File: config.mk
export PLATFORM = sky130hd
export DESIGN_NAME = heading_tracker_to_point
export DESIGN_NICKNAME = d
export VERILOG_FILES = /design/src/hw/rtl/htp_pkg.sv /design/src/hw/rtl/heading_tracker_to_point.sv
export SDC_FILE = /design/constraint.sdc
export NUM_CORES = 2
export LEC_CHECK = 0
export ABC_AREA = 1
export CORE_UTILIZATION = 67
export DETAILED_ROUTE_END_ITERATION = 12
export DONT_BUFFER_PORTS = 1
export PLACE_DENSITY = 0.83
export SYNTH_ARGS = -nofsm -noshare
export SYNTH_HDL_FRONTEND = slang
export SYNTH_SLANG_ARGS = --single-unit
File: constraint.sdc
create_clock -name clk -period 13.7 [get_ports clk]
set_clock_uncertainty 0.05 [all_clocks]
set_input_delay 4.11 -clock clk [delete_from_list [all_inputs] [get_ports clk]]
set_output_delay 4.11 -clock clk [all_outputs]
set_load 0.02 [all_outputs]
File: src/hw/rtl/htp_pkg.sv
// htp_pkg: constants, widths and the CORDIC arctangent table for the heading tracker.
// No dependencies; used by heading_tracker_to_point.
`timescale 1ns / 1ps

package htp_pkg;

    localparam int COORD_BITS   = 12;
    localparam int CORDIC_STEPS = 16;
    localparam int ANGLE_BITS   = 24;

    localparam int TABLE_LEN   = 24;
    localparam int SCALE_SHIFT = 16;
    localparam int OUT_BITS    = 16;
    localparam int GAIN_BITS   = 16;
    localparam int DT_BITS     = 16;
    localparam int Z_BITS      = 32;
    localparam int MUL_BITS    = 32;
    localparam int PROD_SHIFT  = 24;

    localparam int STEP_COUNT = (CORDIC_STEPS > TABLE_LEN) ? TABLE_LEN : CORDIC_STEPS;
    localparam int IDX_BITS   = $clog2(TABLE_LEN);
    localparam int DIFF_BITS  = COORD_BITS + 1;
    localparam int VEC_BITS   = COORD_BITS + SCALE_SHIFT + 4;

    localparam int IN_BITS  = ((2 * COORD_BITS + DT_BITS + 7) / 8) * 8;
    localparam int OUT_DATA = ((2 * OUT_BITS + 7) / 8) * 8;

    localparam int ADDR_BITS = 4;
    localparam int DATA_BITS = 32;

    // atan(2^-i) in units of 2^-32 turn
    function automatic logic [Z_BITS-1:0] atan_entry(input logic [IDX_BITS-1:0] idx);
        logic [Z_BITS-1:0] v;
        case (idx)
            5'd0:    v = 32'd536870912;
            5'd1:    v = 32'd316933406;
            5'd2:    v = 32'd167458907;
            5'd3:    v = 32'd85004756;
            5'd4:    v = 32'd42667331;
            5'd5:    v = 32'd21354465;
            5'd6:    v = 32'd10679838;
            5'd7:    v = 32'd5340245;
            5'd8:    v = 32'd2670163;
            5'd9:    v = 32'd1335087;
            5'd10:   v = 32'd667544;
            5'd11:   v = 32'd333772;
            5'd12:   v = 32'd166886;
            5'd13:   v = 32'd83443;
            5'd14:   v = 32'd41722;
            5'd15:   v = 32'd20861;
            5'd16:   v = 32'd10430;
            5'd17:   v = 32'd5215;
            5'd18:   v = 32'd2608;
            5'd19:   v = 32'd1304;
            5'd20:   v = 32'd652;
            5'd21:   v = 32'd326;
            5'd22:   v = 32'd163;
            5'd23:   v = 32'd81;
            default: v = '0;
        endcase
        return v;
    endfunction

endpackage

File: src/hw/rtl/heading_tracker_to_point.sv
// heading_tracker_to_point: CORDIC atan2 bearing and proportional heading follower.
// Depends on htp_pkg.
`timescale 1ns / 1ps

// Each input beat carries a target point and a time step; the block returns one beat with the
// updated heading and the bearing from the configured origin to the target (16-bit binary
// angles, 65536 = full turn). Each item passes through up to 16 iterations of the shared
// CORDIC add/shift unit (stopping early when the vector lies on or lands exactly on the x axis),
// then two passes through one 32x32 multiplier (gain times step, then error magnitude times that
// product) and an update step, which waits while the output register still holds an
// unaccepted beat. s_tready is high only while idle, so a new item is taken only after the
// last one has left the update step; a finished result waits in the output register while the
// next item is taken.
// Registers: 0x0 origin_x, 0x4 origin_y, 0x8 follow_gain (Q8.8, reset 1280).
module heading_tracker_to_point (
    input  logic                           clk,
    input  logic                           rst_n,
    // APB configuration
    input  logic                           psel,
    input  logic                           penable,
    input  logic                           pwrite,
    input  logic [htp_pkg::ADDR_BITS-1:0]  paddr,
    input  logic [htp_pkg::DATA_BITS-1:0]  pwdata,
    output logic [htp_pkg::DATA_BITS-1:0]  prdata,
    output logic                           pready,
    // input stream
    input  logic                           s_tvalid,
    output logic                           s_tready,
    input  logic [htp_pkg::IN_BITS-1:0]    s_tdata,  // target_x, target_y, time_step
    // output stream
    output logic                           m_tvalid,
    input  logic                           m_tready,
    output logic [htp_pkg::OUT_DATA-1:0]   m_tdata   // heading, bearing
);

    localparam int CB = htp_pkg::COORD_BITS;
    localparam int AB = htp_pkg::ANGLE_BITS;
    localparam int VB = htp_pkg::VEC_BITS;
    localparam int DB = htp_pkg::DIFF_BITS;
    localparam int MB = htp_pkg::MUL_BITS;
    localparam int ZB = htp_pkg::Z_BITS;
    localparam int OB = htp_pkg::OUT_BITS;

    localparam logic [1:0] REG_ORIGIN_X = 2'd0;
    localparam logic [1:0] REG_ORIGIN_Y = 2'd1;
    localparam logic [1:0] REG_GAIN     = 2'd2;

    localparam logic [2:0] ST_IDLE = 3'd0;
    localparam logic [2:0] ST_ITER = 3'd1;
    localparam logic [2:0] ST_ERR  = 3'd2;
    localparam logic [2:0] ST_MUL  = 3'd3;
    localparam logic [2:0] ST_UPD  = 3'd4;

    localparam logic [ZB-1:0] HALF_TURN = {1'b1, {(ZB-1){1'b0}}};

    // control and state
    logic [2:0]                     state_reg, state_next;
    logic [htp_pkg::IDX_BITS-1:0]   idx_reg, idx_next;
    logic [CB-1:0]                  origin_x_reg, origin_y_reg;
    logic [htp_pkg::GAIN_BITS-1:0]  gain_reg;
    logic [AB-1:0]                  heading_reg, heading_next;
    logic                           m_valid_reg, m_valid_next;

    // datapath
    logic signed [VB-1:0]           x_reg, x_next, y_reg, y_next;
    logic [ZB-1:0]                  z_reg, z_next;
    logic [htp_pkg::DT_BITS-1:0]    dt_reg, dt_next;
    logic [AB-1:0]                  mag_reg, mag_next;
    logic                           neg_reg, neg_next;
    logic [2*MB-1:0]                prod_reg, prod_next;
    logic [OB-1:0]                  out_head_reg, out_head_next;
    logic [OB-1:0]                  out_bear_reg, out_bear_next;

    logic                           cfg_wr;
    logic                           in_fire;
    logic                           out_free;
    logic signed [DB-1:0]           dx, dy, dxa, dya;
    logic signed [VB-1:0]           xs, ys;
    logic [AB-1:0]                  bearing, err;
    logic [MB-1:0]                  mul_a, mul_b;
    logic [2*MB-1:0]                mul_out;
    logic [AB-1:0]                  delta;

    assign pready   = 1'b1;
    assign cfg_wr   = psel && penable && pwrite && pready;
    assign s_tready = (state_reg == ST_IDLE);
    assign in_fire  = s_tvalid && s_tready;
    assign out_free = !m_valid_reg || m_tready;
    assign m_tvalid = m_valid_reg;
    assign m_tdata  = htp_pkg::OUT_DATA'({out_bear_reg, out_head_reg});

    always_comb
    begin
        unique case (paddr[3:2])
            REG_ORIGIN_X: prdata = htp_pkg::DATA_BITS'(origin_x_reg);
            REG_ORIGIN_Y: prdata = htp_pkg::DATA_BITS'(origin_y_reg);
            REG_GAIN:     prdata = htp_pkg::DATA_BITS'(gain_reg);
            default:      prdata = '0;
        endcase
    end

    assign dx  = $signed({1'b0, s_tdata[CB-1:0]}) - $signed({1'b0, origin_x_reg});
    assign dy  = $signed({1'b0, s_tdata[2*CB-1:CB]}) - $signed({1'b0, origin_y_reg});
    assign dxa = dx[DB-1] ? -dx : dx;
    assign dya = dx[DB-1] ? -dy : dy;

    // shared shift unit
    assign xs = x_reg >>> idx_reg;
    assign ys = y_reg >>> idx_reg;

    assign bearing = z_reg[ZB-1 -: AB];
    assign err     = bearing - heading_reg;
    assign delta   = prod_reg[htp_pkg::PROD_SHIFT +: AB];

    // shared multiplier: gain * dt, then |err| * (gain * dt)
    always_comb
    begin
        if (state_reg == ST_MUL)
        begin
            mul_a = MB'(mag_reg);
            mul_b = prod_reg[MB-1:0];
        end
        else
        begin
            mul_a = MB'(gain_reg);
            mul_b = MB'(dt_reg);
        end
    end

    assign mul_out = (2*MB)'(mul_a) * (2*MB)'(mul_b);

    always_comb
    begin
        state_next    = state_reg;
        idx_next      = idx_reg;
        heading_next  = heading_reg;
        m_valid_next  = m_valid_reg && !m_tready;
        x_next        = x_reg;
        y_next        = y_reg;
        z_next        = z_reg;
        dt_next       = dt_reg;
        mag_next      = mag_reg;
        neg_next      = neg_reg;
        prod_next     = prod_reg;
        out_head_next = out_head_reg;
        out_bear_next = out_bear_reg;

        unique case (state_reg)
            ST_IDLE:
            begin
                if (in_fire)
                begin
                    x_next     = {{(VB-DB){dxa[DB-1]}}, dxa} <<< htp_pkg::SCALE_SHIFT;
                    y_next     = {{(VB-DB){dya[DB-1]}}, dya} <<< htp_pkg::SCALE_SHIFT;
                    z_next     = dx[DB-1] ? HALF_TURN : '0;
                    dt_next    = s_tdata[2*CB +: htp_pkg::DT_BITS];
                    idx_next   = '0;
                    state_next = ST_ITER;
                end
            end
            ST_ITER:
            begin
                if (y_reg == '0)
                begin
                    state_next = ST_ERR;
                end
                else
                begin
                    if (y_reg > 0)
                    begin
                        x_next = x_reg + ys;
                        y_next = y_reg - xs;
                        z_next = z_reg + htp_pkg::atan_entry(idx_reg);
                    end
                    else
                    begin
                        x_next = x_reg - ys;
                        y_next = y_reg + xs;
                        z_next = z_reg - htp_pkg::atan_entry(idx_reg);
                    end
                    if (idx_reg == htp_pkg::IDX_BITS'(htp_pkg::STEP_COUNT - 1))
                        state_next = ST_ERR;
                    else
                        idx_next = idx_reg + 1'b1;
                end
            end
            ST_ERR:
            begin
                neg_next   = err[AB-1];
                mag_next   = err[AB-1] ? -err : err;
                prod_next  = mul_out;
                state_next = ST_MUL;
            end
            ST_MUL:
            begin
                prod_next  = mul_out;
                state_next = ST_UPD;
            end
            ST_UPD:
            begin
                if (out_free)
                begin
                    heading_next  = neg_reg ? heading_reg - delta : heading_reg + delta;
                    out_head_next = heading_next[AB-1 -: OB];
                    out_bear_next = bearing[AB-1 -: OB];
                    m_valid_next  = 1'b1;
                    state_next    = ST_IDLE;
                end
            end
            default:
            begin
                state_next = ST_IDLE;
            end
        endcase
    end

    always_ff @(posedge clk or negedge rst_n)
    begin
        if (!rst_n)
        begin
            state_reg    <= ST_IDLE;
            idx_reg      <= '0;
            heading_reg  <= '0;
            m_valid_reg  <= 1'b0;
            origin_x_reg <= '0;
            origin_y_reg <= '0;
            gain_reg     <= htp_pkg::GAIN_BITS'(1280);
        end
        else
        begin
            state_reg   <= state_next;
            idx_reg     <= idx_next;
            heading_reg <= heading_next;
            m_valid_reg <= m_valid_next;
            if (cfg_wr)
            begin
                unique case (paddr[3:2])
                    REG_ORIGIN_X: origin_x_reg <= pwdata[CB-1:0];
                    REG_ORIGIN_Y: origin_y_reg <= pwdata[CB-1:0];
                    REG_GAIN:     gain_reg     <= pwdata[htp_pkg::GAIN_BITS-1:0];
                    default:      ;
                endcase
            end
        end
    end

    always_ff @(posedge clk)
    begin
        x_reg        <= x_next;
        y_reg        <= y_next;
        z_reg        <= z_next;
        dt_reg       <= dt_next;
        mag_reg      <= mag_next;
        neg_reg      <= neg_next;
        prod_reg     <= prod_next;
        out_head_reg <= out_head_next;
        out_bear_reg <= out_bear_next;
    end

endmodule

==> summary.txt <==
Status
  • Status: finished clean

Setup path
  • Top cell by count, worst path: inv_1
  • Critical Path AT: 10.57 ns
  • Critical Path Sink Type: flip-flop
  • Worst-path maximum fanout: 49
  • Worst path slowest cell: a21oi_1
  • Worst Path Required: 13.99 ns
  • WS Path Type: flip-flop to flip-flop
  • CP peak stage delay: 0.75 ns
  • Critical path startpoint category: flip-flop

Finish
  • Nets: 7603
  • Multi-input combinational cell area: 35200 µm²
  • Share of cells above drive strength 1: 3.26%
  • Commonest cells after routing, fill and taps aside: nand2_1 (1556), inv_1 (1276), nor2_1 (696), fa_1 (639), a21oi_1 (359)
  • Most common cell after layout, fill and taps aside: nand2_1
  • Filler cells: 6078
  • Area grow syn2layout: 4.13%
  • Storage element area: 8350 µm²
  • Max FFs per register: 48
  • # diodes: 0

CTS
  • Clk slew on worst S/H paths: 0.06 ns
  • Worst-skew pair later-pin latency: 0.60 ns
  • H-tree depth: 2
  • TritonCTS buffer count: 38
  • CTS-repair resized insts: 0
  • Clock root buffer: clkbuf_16
  • Post-CTS setup buffer count: 0
  • CTS max path bufs: 3
  • CTS Sinks: 290
  • Hold_buf cts: 0
  • CTS tree: yes

STA
  • Setup violations, final: 0
  • Fmax: 97.2 MHz
  • Unrepaired setup endpoints after global routing: false
  • Slew Viols, Final: 0
  • Tmin final: 10.28 ns
  • Fin crit share: 75.1%
  • Final Hold Fails: 0
  • Worst-Margin Slew: 1.25 ns
  • Setup tns final: 0 ns
  • Slew headroom: 15.8%

Synth
  • Cell Area, Synth: 49400 µm²
  • Top_reg_cell synth: edfxtp_1
  • Largest area contributor in the netlist: fa_1
  • Distinct cells, synth: 60
  • Seq/Total Area, Yosys: 16.9%
  • Synth warnings: 0
  • Post-Syn Instances: 6657
  • Mapped Avg Cell Area: 7.42 µm²
  • Top-area cell type share of the netlist area: 25.9%
  • Synth Register Bits: 290
  • Top cells by area, synth: fa_1 (26%), edfxtp_1 (13%), nand2_1 (12%)
  • Post-synthesis async set-or-reset flop share: 25.2%
  • EDFF count, synth: 217

Die
  • Full die area: 74800 µm²
  • Die height: 273 µm
  • Ports: 150
  • Initial Utilization: 67.7%
  • Core Area: 73000 µm²
  • Die Wd: 273 µm
  • Row cnt: 99

GRT
  • Remaining Overflow, GRT: 0
  • Global-route wire length before repair: 238 mm
  • Largest net degree at the start of global routing: 96
  • Initial antenna violation count: 2
  • Vias in the first global route: 44000
  • Overall routing resource usage: 41.4%

Routing
  • DRT Pass-1 Iters: 10
  • Initial drt markers: 4744
  • Vias per cell: 5.92
  • # DRC: 0
  • Final ANT Viol Nets: 0
  • Routed WL: 154 mm
  • Vias: 44700
  • Routed WL per cell: 20.4 µm

Run
  • Max_cap viols: 0

Placed design
  • Final GP Congestion: 1.04
  • Post-DP HPWL: 125 mm
  • IO Port Bufs: 0

Worst hold path
  • Hold Crit Class: flip-flop to flip-flop
-- final timing paths --
check | startpoint | to | depth (start not counted) | slack, ns
max reg2reg | state_reg[1]$_DFFE_PN0P_ | prod_reg[43]$_DFFE_PN_ | 36 | 3.42
max in group asynchronous | rst_n | gain_reg[10]$_DFFE_PN1P_ | 0 | 10.20
min | origin_y_reg[2]$_DFFE_PN0P_ | origin_y_reg[2]$_DFFE_PN0P_ | 2 | 0.44
min in group asynchronous | rst_n | gain_reg[3]$_DFFE_PN0P_ | 0 | 3.17
max | state_reg[1]$_DFFE_PN0P_ | prod_reg[43]$_DFFE_PN_ | 36 | 3.42
min reg2reg | origin_y_reg[2]$_DFFE_PN0P_ | origin_y_reg[2]$_DFFE_PN0P_ | 2 | 0.44
-- logic make-up after synthesis --
family,Yosys count,synth area share (%)
AO/OA/AOI/OAI,919,10.4
XOR/XNOR,226,4.01
adder cells (fa/ha/maj),955,33.9
buffers and inverters,1505,11.9
flip-flops,290,16.9
other,2,0.0152
AND/OR/NAND/NOR,2760,22.8
-- stage by stage --
stage	worst slack, ns	instances	util (%)	instance area, µm²	hold WS [ns]
2_1_floorplan	3.84	6672	-	49400	0.403
3_3_place_gp	3.82	7484	68.7	50100	0.416
3_5_place_dp	3.77	7484	68.7	50100	0.424
4_1_cts	3.63	7553	70.5	51400	0.440
5_1_grt	2.97	7553	70.5	51400	0.465
6_report	3.42	7553	70.5	51400	0.443
-- metal layers --
metal / up-vias / track usage, % / share of wire, %
li1: 20500 / - / -
met5: - / 0 / 0.016
met4: 4 / 23.5 / 6.5
met1: 21300 / 52.6 / 38
met3: 517 / 8.00 / 10
met2: 2356 / 66.5 / 46
-- cells in the mapped netlist, types with 71 or more instances --
cell and count:
clkbuf_1 118, nand2_1 1557, xnor2_1 79, inv_1 1277, nor2_1 701, ha_1 316, xor2_1 147, edfxtp_1 217
a21oi_1 360, dfrtp_1 71, o21ai_0 297, nand3_1 315, fa_1 639
-- worst max-delay path, delay by kind of cell (launching register included) --
family	cells	cell delay [ns]
compound gates	6	2.15
xor+xnor	1	0.15
fa+ha+maj	8	3.66
buf+inv	13	2.51
flops	1	0.42
simple gates	8	0.98
-- area by class of cell --
class	count	share of cell area, %
multi-input combinational	4877	68.5
clock buffer	48	2.06
clock inverter	21	0.477
tap	959	2.33
timing repair buffer	59	0.862
sequential	290	16.2
inverter	1299	9.49
Power is not shown: default switching activity piles up to over one toggle a cycle in this logic, so the estimate is an artifact.
